## src/rtl/cme_pkg.sv

```systemverilog
package cme_pkg;

  localparam int ROW_FIELD_LIMIT = 256;
  localparam int COL_FIELD_LIMIT = 512;

  localparam logic [8:0] SCREEN_ROWS_RESET = 9'd24;
  localparam logic [9:0] SCREEN_COLS_RESET = 10'd80;
  localparam logic [7:0] BOTTOM_RESET      = 8'd23;

  // Mode number that selects origin mode in the private set and reset commands.
  localparam logic [15:0] MODE_ORIGIN = 16'd6;

  typedef enum logic [0:0] {
    CFG_SCREEN_ROWS = 1'b0,
    CFG_SCREEN_COLS = 1'b1
  } cfg_index_t;

  typedef enum logic [3:0] {
    REQ_UP        = 4'd0,
    REQ_DOWN      = 4'd1,
    REQ_FORWARD   = 4'd2,
    REQ_BACK      = 4'd3,
    REQ_NEXT_LINE = 4'd4,
    REQ_PREV_LINE = 4'd5,
    REQ_COLUMN    = 4'd6,
    REQ_POSITION  = 4'd7,
    REQ_ROW       = 4'd8,
    REQ_MARGINS   = 4'd9,
    REQ_PRIV_SET  = 4'd10,
    REQ_PRIV_RST  = 4'd11,
    REQ_SAVE      = 4'd12,
    REQ_RESTORE   = 4'd13
  } req_code_t;

  typedef struct packed {
    logic [3:0]  req_type;
    logic [15:0] param_first;
    logic [15:0] param_second;
  } cme_cmd_t;

  typedef struct packed {
    logic [7:0] cursor_row;
    logic [8:0] cursor_col;
    logic [7:0] region_top;
    logic [7:0] region_bottom;
    logic       origin_on;
    logic       margins_rejected;
  } cme_result_t;

endpackage

```

## src/rtl/cme_req_if.sv

```systemverilog
interface cme_req_if;
  logic        valid;
  logic        ready;
  logic [3:0]  req_type;
  logic [15:0] param_first;
  logic [15:0] param_second;

  modport source (output valid, output req_type, output param_first, output param_second,
                  input ready);
  modport sink (input valid, input req_type, input param_first, input param_second,
                output ready);
endinterface

```

## src/rtl/cme_rsp_if.sv

```systemverilog
interface cme_rsp_if;
  logic       valid;
  logic       ready;
  logic [7:0] cursor_row;
  logic [8:0] cursor_col;
  logic [7:0] region_top;
  logic [7:0] region_bottom;
  logic       origin_on;
  logic       margins_rejected;

  modport source (output valid, output cursor_row, output cursor_col, output region_top,
                  output region_bottom, output origin_on, output margins_rejected,
                  input ready);
  modport sink (input valid, input cursor_row, input cursor_col, input region_top,
                input region_bottom, input origin_on, input margins_rejected,
                output ready);
endinterface

```

## src/rtl/cursor_margin_engine.sv

```systemverilog
// Cursor positioning and scroll margin engine.
// A command waits in the command register until the result register is free; then its
// result is registered; the next state and clamps are computed combinationally.
// Throughput: one command per cycle unless the result side stalls.
// Reset (rst, synchronous): cursor and saved cursor home, region 0..23, origin mode
// off, screen 24 rows by 80 columns, both register stages empty.
module cursor_margin_engine import cme_pkg::*; #(
  parameter int MAX_ROWS = 256,
  parameter int MAX_COLS = 512
) (
  input  logic       clk,
  input  logic       rst,
  input  logic       cfg_we,
  input  logic [0:0] cfg_index,
  input  logic [9:0] cfg_data,
  cme_req_if.sink    req,
  cme_rsp_if.source  rsp
);

  logic [8:0]  screen_rows;
  logic [9:0]  screen_cols;
  logic        cmd_valid;
  cme_cmd_t    cmd;
  logic        out_valid;
  cme_result_t out_data;
  cme_result_t result;
  logic        advance;
  logic        fire;

  always_ff @(posedge clk) begin
    if (rst) begin
      screen_rows <= SCREEN_ROWS_RESET;
      screen_cols <= SCREEN_COLS_RESET;
    end else if (cfg_we) begin
      case (cfg_index_t'(cfg_index))
        CFG_SCREEN_ROWS: screen_rows <= cfg_data[8:0];
        CFG_SCREEN_COLS: screen_cols <= cfg_data;
        default: begin
        end
      endcase
    end
  end

  // The result register frees up whenever it is empty or being taken, so the
  // command register can refill in the same cycle.
  assign advance   = !out_valid || rsp.ready;
  assign fire      = cmd_valid && advance;
  assign req.ready = !cmd_valid || advance;

  always_ff @(posedge clk) begin
    if (rst) begin
      cmd_valid <= 1'b0;
    end else if (req.valid && req.ready) begin
      cmd_valid <= 1'b1;
    end else if (advance) begin
      cmd_valid <= 1'b0;
    end
  end

  always_ff @(posedge clk) begin
    if (req.valid && req.ready) begin
      cmd.req_type     <= req.req_type;
      cmd.param_first  <= req.param_first;
      cmd.param_second <= req.param_second;
    end
  end

  cme_exec #(
    .MAX_ROWS(MAX_ROWS),
    .MAX_COLS(MAX_COLS)
  ) u_exec (
    .clk         (clk),
    .rst         (rst),
    .fire        (fire),
    .cmd         (cmd),
    .screen_rows (screen_rows),
    .screen_cols (screen_cols),
    .result      (result)
  );

  always_ff @(posedge clk) begin
    if (rst) begin
      out_valid <= 1'b0;
    end else if (advance) begin
      out_valid <= cmd_valid;
    end
  end

  always_ff @(posedge clk) begin
    if (fire) begin
      out_data <= result;
    end
  end

  assign rsp.valid            = out_valid;
  assign rsp.cursor_row       = out_data.cursor_row;
  assign rsp.cursor_col       = out_data.cursor_col;
  assign rsp.region_top       = out_data.region_top;
  assign rsp.region_bottom    = out_data.region_bottom;
  assign rsp.origin_on        = out_data.origin_on;
  assign rsp.margins_rejected = out_data.margins_rejected;

endmodule

```

## src/rtl/cme_exec.sv

```systemverilog
module cme_exec import cme_pkg::*; #(
  parameter int MAX_ROWS = 256,
  parameter int MAX_COLS = 512
) (
  input  logic        clk,
  input  logic        rst,
  input  logic        fire,
  input  cme_cmd_t    cmd,
  input  logic [8:0]  screen_rows,
  input  logic [9:0]  screen_cols,
  output cme_result_t result
);

  localparam int ROW_LIM = (MAX_ROWS < ROW_FIELD_LIMIT) ? MAX_ROWS : ROW_FIELD_LIMIT;
  localparam int COL_LIM = (MAX_COLS < COL_FIELD_LIMIT) ? MAX_COLS : COL_FIELD_LIMIT;
  localparam logic [8:0] ROW_LIM_W = 9'(ROW_LIM);
  localparam logic [9:0] COL_LIM_W = 10'(COL_LIM);

  logic [7:0] row_now, row_now_next;
  logic [8:0] col_now, col_now_next;
  logic [7:0] row_saved, row_saved_next;
  logic [8:0] col_saved, col_saved_next;
  logic [7:0] top_margin, top_margin_next;
  logic [7:0] bottom_margin, bottom_margin_next;
  logic       origin_flag, origin_flag_next;
  logic       rejected;

  logic [8:0]  rows_eff;
  logic [9:0]  cols_eff;
  logic [7:0]  rows_m1;
  logic [8:0]  cols_m1;
  logic [15:0] p1, p2;
  logic signed [17:0] p1_s, p2_s, row_s, col_s;
  logic signed [17:0] org_row;
  logic signed [17:0] tgt_row, tgt_col;
  logic        do_place;
  logic [15:0] bot_raw;
  logic [7:0]  bot_clamped;
  logic [16:0] top_req;

  function automatic logic [7:0] clamp_row(logic signed [17:0] v, logic [7:0] lim);
    logic [7:0] r;
    if (v < 0) begin
      r = 8'd0;
    end else if (v > $signed({10'd0, lim})) begin
      r = lim;
    end else begin
      r = v[7:0];
    end
    return r;
  endfunction

  function automatic logic [8:0] clamp_col(logic signed [17:0] v, logic [8:0] lim);
    logic [8:0] c;
    if (v < 0) begin
      c = 9'd0;
    end else if (v > $signed({9'd0, lim})) begin
      c = lim;
    end else begin
      c = v[8:0];
    end
    return c;
  endfunction

  always_comb begin
    if (screen_rows == 9'd0) begin
      rows_eff = 9'd1;
    end else if (screen_rows > ROW_LIM_W) begin
      rows_eff = ROW_LIM_W;
    end else begin
      rows_eff = screen_rows;
    end
    if (screen_cols == 10'd0) begin
      cols_eff = 10'd1;
    end else if (screen_cols > COL_LIM_W) begin
      cols_eff = COL_LIM_W;
    end else begin
      cols_eff = screen_cols;
    end
    rows_m1 = 8'(rows_eff - 9'd1);
    cols_m1 = 9'(cols_eff - 10'd1);
  end

  assign p1    = (cmd.param_first == 16'd0) ? 16'd1 : cmd.param_first;
  assign p2    = (cmd.param_second == 16'd0) ? 16'd1 : cmd.param_second;
  assign p1_s  = $signed({2'b00, p1});
  assign p2_s  = $signed({2'b00, p2});
  assign row_s = $signed({10'd0, row_now});
  assign col_s = $signed({9'd0, col_now});

  // In origin mode the row is taken relative to the region and held inside it.
  always_comb begin
    org_row = p1_s - 18'sd1;
    if (origin_flag) begin
      org_row = org_row + $signed({10'd0, top_margin});
      if (org_row > $signed({10'd0, bottom_margin})) begin
        org_row = $signed({10'd0, bottom_margin});
      end
    end
  end

  // The bottom margin defaults to the last row and is held to the screen.
  always_comb begin
    bot_raw = (cmd.param_second == 16'd0) ? {8'd0, rows_m1} : cmd.param_second - 16'd1;
    bot_clamped = (bot_raw > {8'd0, rows_m1}) ? rows_m1 : bot_raw[7:0];
    top_req = {1'b0, p1} - 17'd1;
  end

  always_comb begin
    row_now_next       = row_now;
    col_now_next       = col_now;
    row_saved_next     = row_saved;
    col_saved_next     = col_saved;
    top_margin_next    = top_margin;
    bottom_margin_next = bottom_margin;
    origin_flag_next   = origin_flag;
    rejected           = 1'b0;
    do_place           = 1'b0;
    tgt_row            = row_s;
    tgt_col            = col_s;

    case (req_code_t'(cmd.req_type))
      REQ_UP: begin
        do_place = 1'b1;
        tgt_row  = row_s - p1_s;
      end
      REQ_DOWN: begin
        do_place = 1'b1;
        tgt_row  = row_s + p1_s;
      end
      REQ_FORWARD: begin
        do_place = 1'b1;
        tgt_col  = col_s + p1_s;
      end
      REQ_BACK: begin
        do_place = 1'b1;
        tgt_col  = col_s - p1_s;
      end
      REQ_NEXT_LINE: begin
        do_place = 1'b1;
        tgt_row  = row_s + p1_s;
        tgt_col  = 18'sd0;
      end
      REQ_PREV_LINE: begin
        do_place = 1'b1;
        tgt_row  = row_s - p1_s;
        tgt_col  = 18'sd0;
      end
      REQ_COLUMN: begin
        do_place = 1'b1;
        tgt_col  = p1_s - 18'sd1;
      end
      REQ_POSITION: begin
        do_place = 1'b1;
        tgt_row  = org_row;
        tgt_col  = p2_s - 18'sd1;
      end
      REQ_ROW: begin
        do_place = 1'b1;
        tgt_row  = org_row;
      end
      REQ_MARGINS: begin
        if (top_req >= {9'd0, bot_clamped}) begin
          rejected = 1'b1;
        end else begin
          top_margin_next    = top_req[7:0];
          bottom_margin_next = bot_clamped;
          do_place           = 1'b1;
          tgt_row            = origin_flag ? $signed({10'd0, top_req[7:0]}) : 18'sd0;
          tgt_col            = 18'sd0;
        end
      end
      REQ_PRIV_SET, REQ_PRIV_RST: begin
        if (cmd.param_first == MODE_ORIGIN) begin
          origin_flag_next = (req_code_t'(cmd.req_type) == REQ_PRIV_SET);
          do_place         = 1'b1;
          tgt_row          = origin_flag_next ? $signed({10'd0, top_margin}) : 18'sd0;
          tgt_col          = 18'sd0;
        end
      end
      REQ_SAVE: begin
        row_saved_next = row_now;
        col_saved_next = col_now;
      end
      REQ_RESTORE: begin
        do_place = 1'b1;
        tgt_row  = $signed({10'd0, row_saved});
        tgt_col  = $signed({9'd0, col_saved});
      end
      default: begin
      end
    endcase

    if (do_place) begin
      row_now_next = clamp_row(tgt_row, rows_m1);
      col_now_next = clamp_col(tgt_col, cols_m1);
    end
  end

  always_ff @(posedge clk) begin
    if (rst) begin
      row_now       <= 8'd0;
      col_now       <= 9'd0;
      row_saved     <= 8'd0;
      col_saved     <= 9'd0;
      top_margin    <= 8'd0;
      bottom_margin <= BOTTOM_RESET;
      origin_flag   <= 1'b0;
    end else if (fire) begin
      row_now       <= row_now_next;
      col_now       <= col_now_next;
      row_saved     <= row_saved_next;
      col_saved     <= col_saved_next;
      top_margin    <= top_margin_next;
      bottom_margin <= bottom_margin_next;
      origin_flag   <= origin_flag_next;
    end
  end

  assign result.cursor_row       = row_now_next;
  assign result.cursor_col       = col_now_next;
  assign result.region_top       = top_margin_next;
  assign result.region_bottom    = bottom_margin_next;
  assign result.origin_on        = origin_flag_next;
  assign result.margins_rejected = rejected;

endmodule

```

## src/flat_wrapper.sv

```systemverilog
// flat-port wrapper written by rule: the top's interface ports become plain ports
module cursor_margin_engine_flat import cme_pkg::*;
#(
  parameter int MAX_ROWS = 256,
  parameter int MAX_COLS = 512
)
  (clk, rst, cfg_we, cfg_index, cfg_data, req_valid, req_req_type, req_param_first, req_param_second, req_ready, rsp_valid, rsp_cursor_row, rsp_cursor_col, rsp_region_top, rsp_region_bottom, rsp_origin_on, rsp_margins_rejected, rsp_ready);
  cme_req_if req_i ();
  cme_rsp_if rsp_i ();
  input  logic clk;
  input  logic rst;
  input  logic cfg_we;
  input  logic [0:0] cfg_index;
  input  logic [9:0] cfg_data;
  input wire logic [$bits(req_i.valid)-1:0] req_valid;
  input wire logic [$bits(req_i.req_type)-1:0] req_req_type;
  input wire logic [$bits(req_i.param_first)-1:0] req_param_first;
  input wire logic [$bits(req_i.param_second)-1:0] req_param_second;
  output wire logic [$bits(req_i.ready)-1:0] req_ready;
  output wire logic [$bits(rsp_i.valid)-1:0] rsp_valid;
  output wire logic [$bits(rsp_i.cursor_row)-1:0] rsp_cursor_row;
  output wire logic [$bits(rsp_i.cursor_col)-1:0] rsp_cursor_col;
  output wire logic [$bits(rsp_i.region_top)-1:0] rsp_region_top;
  output wire logic [$bits(rsp_i.region_bottom)-1:0] rsp_region_bottom;
  output wire logic [$bits(rsp_i.origin_on)-1:0] rsp_origin_on;
  output wire logic [$bits(rsp_i.margins_rejected)-1:0] rsp_margins_rejected;
  input wire logic [$bits(rsp_i.ready)-1:0] rsp_ready;
  assign req_i.valid = req_valid;
  assign req_i.req_type = req_req_type;
  assign req_i.param_first = req_param_first;
  assign req_i.param_second = req_param_second;
  assign req_ready = req_i.ready;
  assign rsp_valid = rsp_i.valid;
  assign rsp_cursor_row = rsp_i.cursor_row;
  assign rsp_cursor_col = rsp_i.cursor_col;
  assign rsp_region_top = rsp_i.region_top;
  assign rsp_region_bottom = rsp_i.region_bottom;
  assign rsp_origin_on = rsp_i.origin_on;
  assign rsp_margins_rejected = rsp_i.margins_rejected;
  assign rsp_i.ready = rsp_ready;
  cursor_margin_engine #(.MAX_ROWS(MAX_ROWS), .MAX_COLS(MAX_COLS)) u_core (.clk(clk), .rst(rst), .cfg_we(cfg_we), .cfg_index(cfg_index), .cfg_data(cfg_data), .req(req_i), .rsp(rsp_i));
endmodule
```

## config.mk

```make
export PLATFORM = sky130hd
export DESIGN_NAME = cursor_margin_engine_flat
export DESIGN_NICKNAME = d
export VERILOG_FILES = /design/src/rtl/cme_pkg.sv /design/src/rtl/cme_req_if.sv /design/src/rtl/cme_rsp_if.sv /design/src/rtl/cursor_margin_engine.sv /design/src/rtl/cme_exec.sv /design/src/flat_wrapper.sv
export SDC_FILE = /design/constraint.sdc
export NUM_CORES = 1
export LEC_CHECK = 0
export BUFFER_PORTS_ARGS = -buffer_cell sky130_fd_sc_hd__buf_2
export CELL_PAD_IN_SITES_DETAIL_PLACEMENT = 0
export CELL_PAD_IN_SITES_GLOBAL_PLACEMENT = 1
export CORE_ASPECT_RATIO = 2
export CORE_MARGIN = 10
export CORE_UTILIZATION = 30
export CTS_BUF_LIST = sky130_fd_sc_hd__clkbuf_2
export DETAILED_ROUTE_END_ITERATION = 7
export PLACE_DENSITY = 0.58
export SLEW_MARGIN = 10
export SYNTH_ARGS = -nofsm -noshare
export SYNTH_HDL_FRONTEND = slang
export SYNTH_SLANG_ARGS = --single-unit
```

## constraint.sdc

```tcl
create_clock -name clk -period 9.1 [get_ports clk]
set_clock_uncertainty 0.05 [all_clocks]
set_input_delay 0.91 -clock clk [delete_from_list [all_inputs] [get_ports clk]]
set_output_delay 0.91 -clock clk [all_outputs]
set_load 0.02 [all_outputs]
```

After elaboration in Yosys (flattened, before gate mapping)

Index checks and enable logic that the tools add are counted.

Bits in registers: 143
Word-level logic and storage cells: 112
Output and inout port bits: 37
Input bits: 52

Equal/unequal tests: 14
Magnitude comparators: 9
Mux-type cells: 36
Bitwise gates (word level): 1
Reduce and logical (&&, ||, !) cells: 21
$add $sub $neg: 11

Operators by type and width:

| kind                    | count |
|---|---|
| $pmux W18 S8            | 1 |
| $mux W8                 | 14 |
| $pmux W18 S6            | 1 |
| $mux W9                 | 7 |
| $sub A16 B1 Y17 const B | 3 |
| $mux W16                | 3 |
| $gt A18 B9 Y1           | 2 |
| $lt A18 B1 Y1 const B   | 2 |
| $mux W18                | 2 |
| $logic_not A16 Y1       | 2 |
| $eq A4 B4 Y1 const B    | 6 |
| $add A18 B9 Y18         | 1 |
| $gt A18 B10 Y1          | 1 |
| $add A8 B16 Y17         | 1 |
| $add A9 B16 Y17         | 1 |
| $ge A17 B8 Y1           | 1 |
| $sub A8 B16 Y17         | 1 |
| $sub A9 B16 Y17         | 1 |
| $eq A16 B3 Y1 const B   | 1 |
| $eq A4 B3 Y1 const B    | 4 |
| $gt A16 B8 Y1           | 1 |
| $sub A16 B1 Y16 const B | 1 |
| $gt A10 B10 Y1 const B  | 1 |
| $logic_not A10 Y1       | 1 |
| other kinds (17)        | 33 |

Depth between registers and ports, before layout

Depth after elaboration: 14
Depth in mapped cells: 45
Gate-level depth less buffers: 42

Modules after synthesis

Synthesis repeated with hierarchy kept, for this count alone.

Cells, all modules: 1394
Area total of the unflattened synthesis: 11673.7 µm²

By module, submodules not included:

| module               | area an instance (µm²) | sequential area each (µm²) | cells each | instances |
|---|---|---|---|---|
| cme_exec             | 8628.3                 | 1021.0                     | 1234       | 1 |
| cursor_margin_engine | 3045.4                 | 2552.4                     | 160        | 1 |

Worst setup path after synthesis

Ideal clock, no wire load.

Kind: register to register
Start: register u_core.cmd[2] (netlist name)
End: register u_core.out_data, in the netlist u_core.rsp.cursor_col[1], data pin
Clock period less this slack: 8762 ps
Path buffers: 3
Slack: 338 ps
Cell stages (with the launch flop): 39
Arrival time: 8455 ps
Required time: 8794 ps
Setup time: 256 ps
Path through: edfxtp_1 -> or4_1 -> nor3_1 -> and4_1 -> clkbuf_1 -> clkbuf_1 -> mux2i_1 -> ha_1 -> a21o_1 -> a21o_1 -> a21oi_1 -> o21ai_0 -> o21ai_0 -> o21a_1 -> clkbuf_1 -> a21oi_1 -> ha_1 -> a21o_1 -> (+3 left out) -> nor2_1 -> nor2_1 -> or3_1 -> nand2_1 -> o2111ai_1 -> ha_1 -> nor2b_1 -> o21a_1 -> o21a_1 -> o21ai_0 -> nand2b_1 -> a21oi_1 -> o21ai_0 -> a21oi_1 -> o221ai_1 -> nor3_2 -> mux2_2 -> a22o_1

RTL lines:

| what                   | RTL line                   | RTL |
|---|---|---|
| end signal: assignment | cursor_margin_engine.sv:91 | `out_data <= result;` |
| end: declaration       | cursor_margin_engine.sv:25 | `cme_result_t out_data;` |

==> impl_metrics.json <==
{
  "clockRootBuffer": "clkbuf_2",
  "ys_top_cells_by_area": "edfxtp_1 (19%), dfxtp_1 (13%), ha_1 (9.8%)",
  "whs_ps": 110,
  "fin_util": 0.350,
  "drtAntennaViolNets": 0,
  "numPortBuffers": 88,
  "internal-power_mw": 1.07,
  "max_freq_ghz": 0.117,
  "fill_cells": 3927,
  "r2r_cells": 39,
  "die_width_um": 157,
  "fin_crit_ps": 8580,
  "path_class": "reg2reg",
  "critPathMaxStageDelay_ps": 500,
  "yosysTopAreaCell": "edfxtp_1",
  "overflow": 0,
  "crit_path_end_kind": "flop",
  "period_share": 0.943,
  "status": "finished clean",
  "powerDensity_nw_per_um2": 136,
  "cts_buffers": 17,
  "cp_max_fo": 11,
  "coreArea_um2": 37000,
  "p_clk_frac": 0.248,
  "synth_area_um2": 11200,
  "drc": 0,
  "critPathBufInv": 6,
  "synth_top_cell_area_share": 0.191,
  "power.net_switching_mw": 0.683,
  "antenna_found_initial": 2,
  "vias": 10800,
  "clockBufferDepth": 2,
  "start_util": 0.302,
  "first_pass_iters": 5,
  "grt_pass1_vias": 11200,
  "cts_tree": "built",
  "initialDrtViolationCount": 692,
  "core.rowCount": 100,
  "cpMaxStageDelayCell": "edfxtp_1",
  "dieArea_um2": 45900,
  "synth_edf_count": 71,
  "power_leakage_nw": 5.18,
  "syn-instance-count": 1345,
  "worst_pin_slew_ps": 1150,
  "slew_headroom": 0.224,
  "clkTransAtPathRegs_ps": 280,
  "routed_wl_um": 47100,
  "h-tree-depth": 4,
  "combPwrFrac": 0.324,
  "crit_family": "compound AO/OA/AOI/OAI gates",
  "track_usage": 0.204,
  "holdPathEnd": "u_core.cmd[31]",
  "seq_area_frac_synth": 0.319,
  "io_pins": 89,
  "finalHoldViolations": 0,
  "hold_buffers": 0,
  "post-dp-hpwl_um": 37900,
  "postSynthRegisterBits": 143,
  "rr_endpoint": "u_core.rsp.cursor_row[2]",
  "final_layout_size_suffix_gt1_frac": 0.182,
  "crit_arrival_ps": 9230,
  "clk_latency_ps": 890,
  "fp.dieH_um": 293,
  "whs_path_depth": 1,
  "peakVddDrop_uv": 93.8,
  "syn_nets": 1490,
  "min-delay-start": "req_param_first[15]",
  "cp.required_ps": 9760,
  "ys_warn_count": 0,
  "r2r_start": "u_core.cmd[30]",
  "gp_congestion": 0.950,
  "maxCapViolCount": 0,
  "wire_per_inst_um": 24.2,
  "synthToLayoutAreaGrowth_pct": 15.7,
  "vias_per_cell": 5.57,
  "hp-class": "in2reg",
  "seqPwrFrac": 0.429,
  "finalNetCount": 1613,
  "setup_viol": 0,
  "grt_pass1_wl_um": 69700,
  "synth_ff_type": "dfxtp_1",
  "synth_area_per_cell_um2": 8.32,
  "cts_sinks": 143,
  "finalMaxSlewViolations": 0,
  "grt_max_degree": 62,
  "synth.distinct_cells": 94,
  "async_reset_ff_frac": 0,
  "setup.worst_path.start": "u_core.cmd[30]",
  "start_kind": "flop",
  "rrSetupSlack_ps": 520,
  "sw_frac_of_total": 0.389
}
==> per-layer routing <==
metal  vias up  routed length (um)  GRT usage
li1       5187                   -          -
met1      5229               16300      0.189
met2       286               26000      0.388
met3       123                1380     0.0335
met4         0                3410      0.148
met5         -                   0          0
==> Yosys cell counts, types with 12 or more instances <==
cell and n:
nand2_1 173, a21oi_1 131, nor2_1 99, ha_1 88, inv_1 76, dfxtp_1 72
edfxtp_1 71, clkbuf_1 57, o21ai_0 57, nor3_1 36, xnor2_1 33, nand3_1 26
nand2b_1 25, nor2b_1 23, a22o_1 21, mux2i_1 21, a21o_1 18, a31oi_1 16
o211ai_1 15, xor2_1 15, or3_1 14, a211oi_1 13, a221oi_1 12, o21bai_1 12
==> final cells by class <==
| cell class | count | area, um2 | area share |
|---|---|---|---|
| multi-input combinational | 1056 | 7170 | 0.554 |
| tap | 459 | 574 | 0.0443 |
| clock buffer | 17 | 85.1 | 0.00657 |
| sequential | 143 | 3570 | 0.276 |
| antenna | 2 | 5.00 | 0.000386 |
| timing repair buffer | 172 | 1070 | 0.0827 |
| inverter | 78 | 293 | 0.0226 |
| clock inverter | 15 | 174 | 0.0134 |
==> worst max-delay path by stage <==
stage	depth (start not counted)	slack [ps]	endpoint
after floorplan	38	340	u_core.rsp.cursor_col[1]
final	39	520	u_core.rsp.cursor_row[2]
after CTS	40	10	u_core.rsp.cursor_col[5]
after global placement	36	30	u_core.rsp.cursor_col[5]
after detailed placement	42	-9	u_core.rsp.cursor_col[5]
after global routing	42	-40	u_core.rsp.cursor_row[2]
==> what timing repair did <==
action,CTS,global route
gates resized for setup,3,28
setup endpoints to repair,10,34
setup buffers,0,9
cloned,0,0
pin swaps,0,8
==> stage by stage <==
stage	TNS (ps)	instances	setup WS, ps	total power [mW]	area [um2]
5_1_grt	-56.6	1942	-41.2	1.85	12900
3_3_place_gp	0	1899	31.1	1.32	12500
2_1_floorplan	0	1345	338	1.11	11200
6_report	0	1942	522	1.76	12900
3_5_place_dp	-16.3	1899	-8.83	1.32	12500
4_1_cts	0	1931	11.4	1.76	12800
==> power by group through the flow <==
stage,combinational (mW),sequential [mW],clock [mW]
floorplan,0.343,0.762,0
global placement,0.554,0.766,0
detailed placement,0.553,0.765,0
CTS,0.557,0.752,0.452
global route,0.620,0.758,0.474
finish,0.568,0.754,0.435
==> flip-flops by register name (all words and copies together), names as in the netlist <==
register / count
u_core.cmd: 36
u_core.cmd_valid: 1
u_core.rsp.cursor_col: 9
u_core.rsp.cursor_row: 8
u_core.rsp.margins_rejected: 1
u_core.rsp.origin_on: 1
u_core.rsp.region_bottom: 8
u_core.rsp.region_top: 8
u_core.rsp.valid: 1
u_core.screen_cols: 10
u_core.screen_rows: 9
u_core.u_exec.bottom_margin: 8
u_core.u_exec.col_now: 9
u_core.u_exec.col_saved: 9
u_core.u_exec.origin_flag: 1
u_core.u_exec.row_now: 8
u_core.u_exec.row_saved: 8
u_core.u_exec.top_margin: 8
==> layout by cell type (no fill, tap or decap), types with 15 or more instances in the layout <==
cell type / synthesis / routed
o21ai_0: 57 / 55
a31oi_1: 16 / 16
nor2_1: 99 / 98
a21o_1: 18 / 18
nand2_1: 173 / 173
buf_4: 0 / 84
nand2b_1: 25 / 25
mux2i_1: 21 / 20
inv_1: 76 / 75
nor3_1: 36 / 32
edfxtp_1: 71 / 71
ha_1: 88 / 88
xnor2_1: 33 / 33
a21oi_1: 131 / 124
a22o_1: 21 / 21
dfxtp_1: 72 / 71
clkbuf_2: 0 / 17
buf_2: 5 / 88
o211ai_1: 15 / 15
nand3_1: 26 / 26
nor2b_1: 23 / 23
xor2_1: 15 / 15
==> logic make-up (layout without fill, tap and decap cells) <==
group           Yosys count  count (layout)  synth area share
buf+inv                 146             282            0.0509
flops                   143             143             0.319
fa+ha+maj                93              93             0.107
compound gates          409             409             0.244
simple gates            475             475             0.212
xor+xnor                 49              49            0.0390
mux                      30              30            0.0278
other cells               0               2                 0
Power figures use the tool's default switching activity.
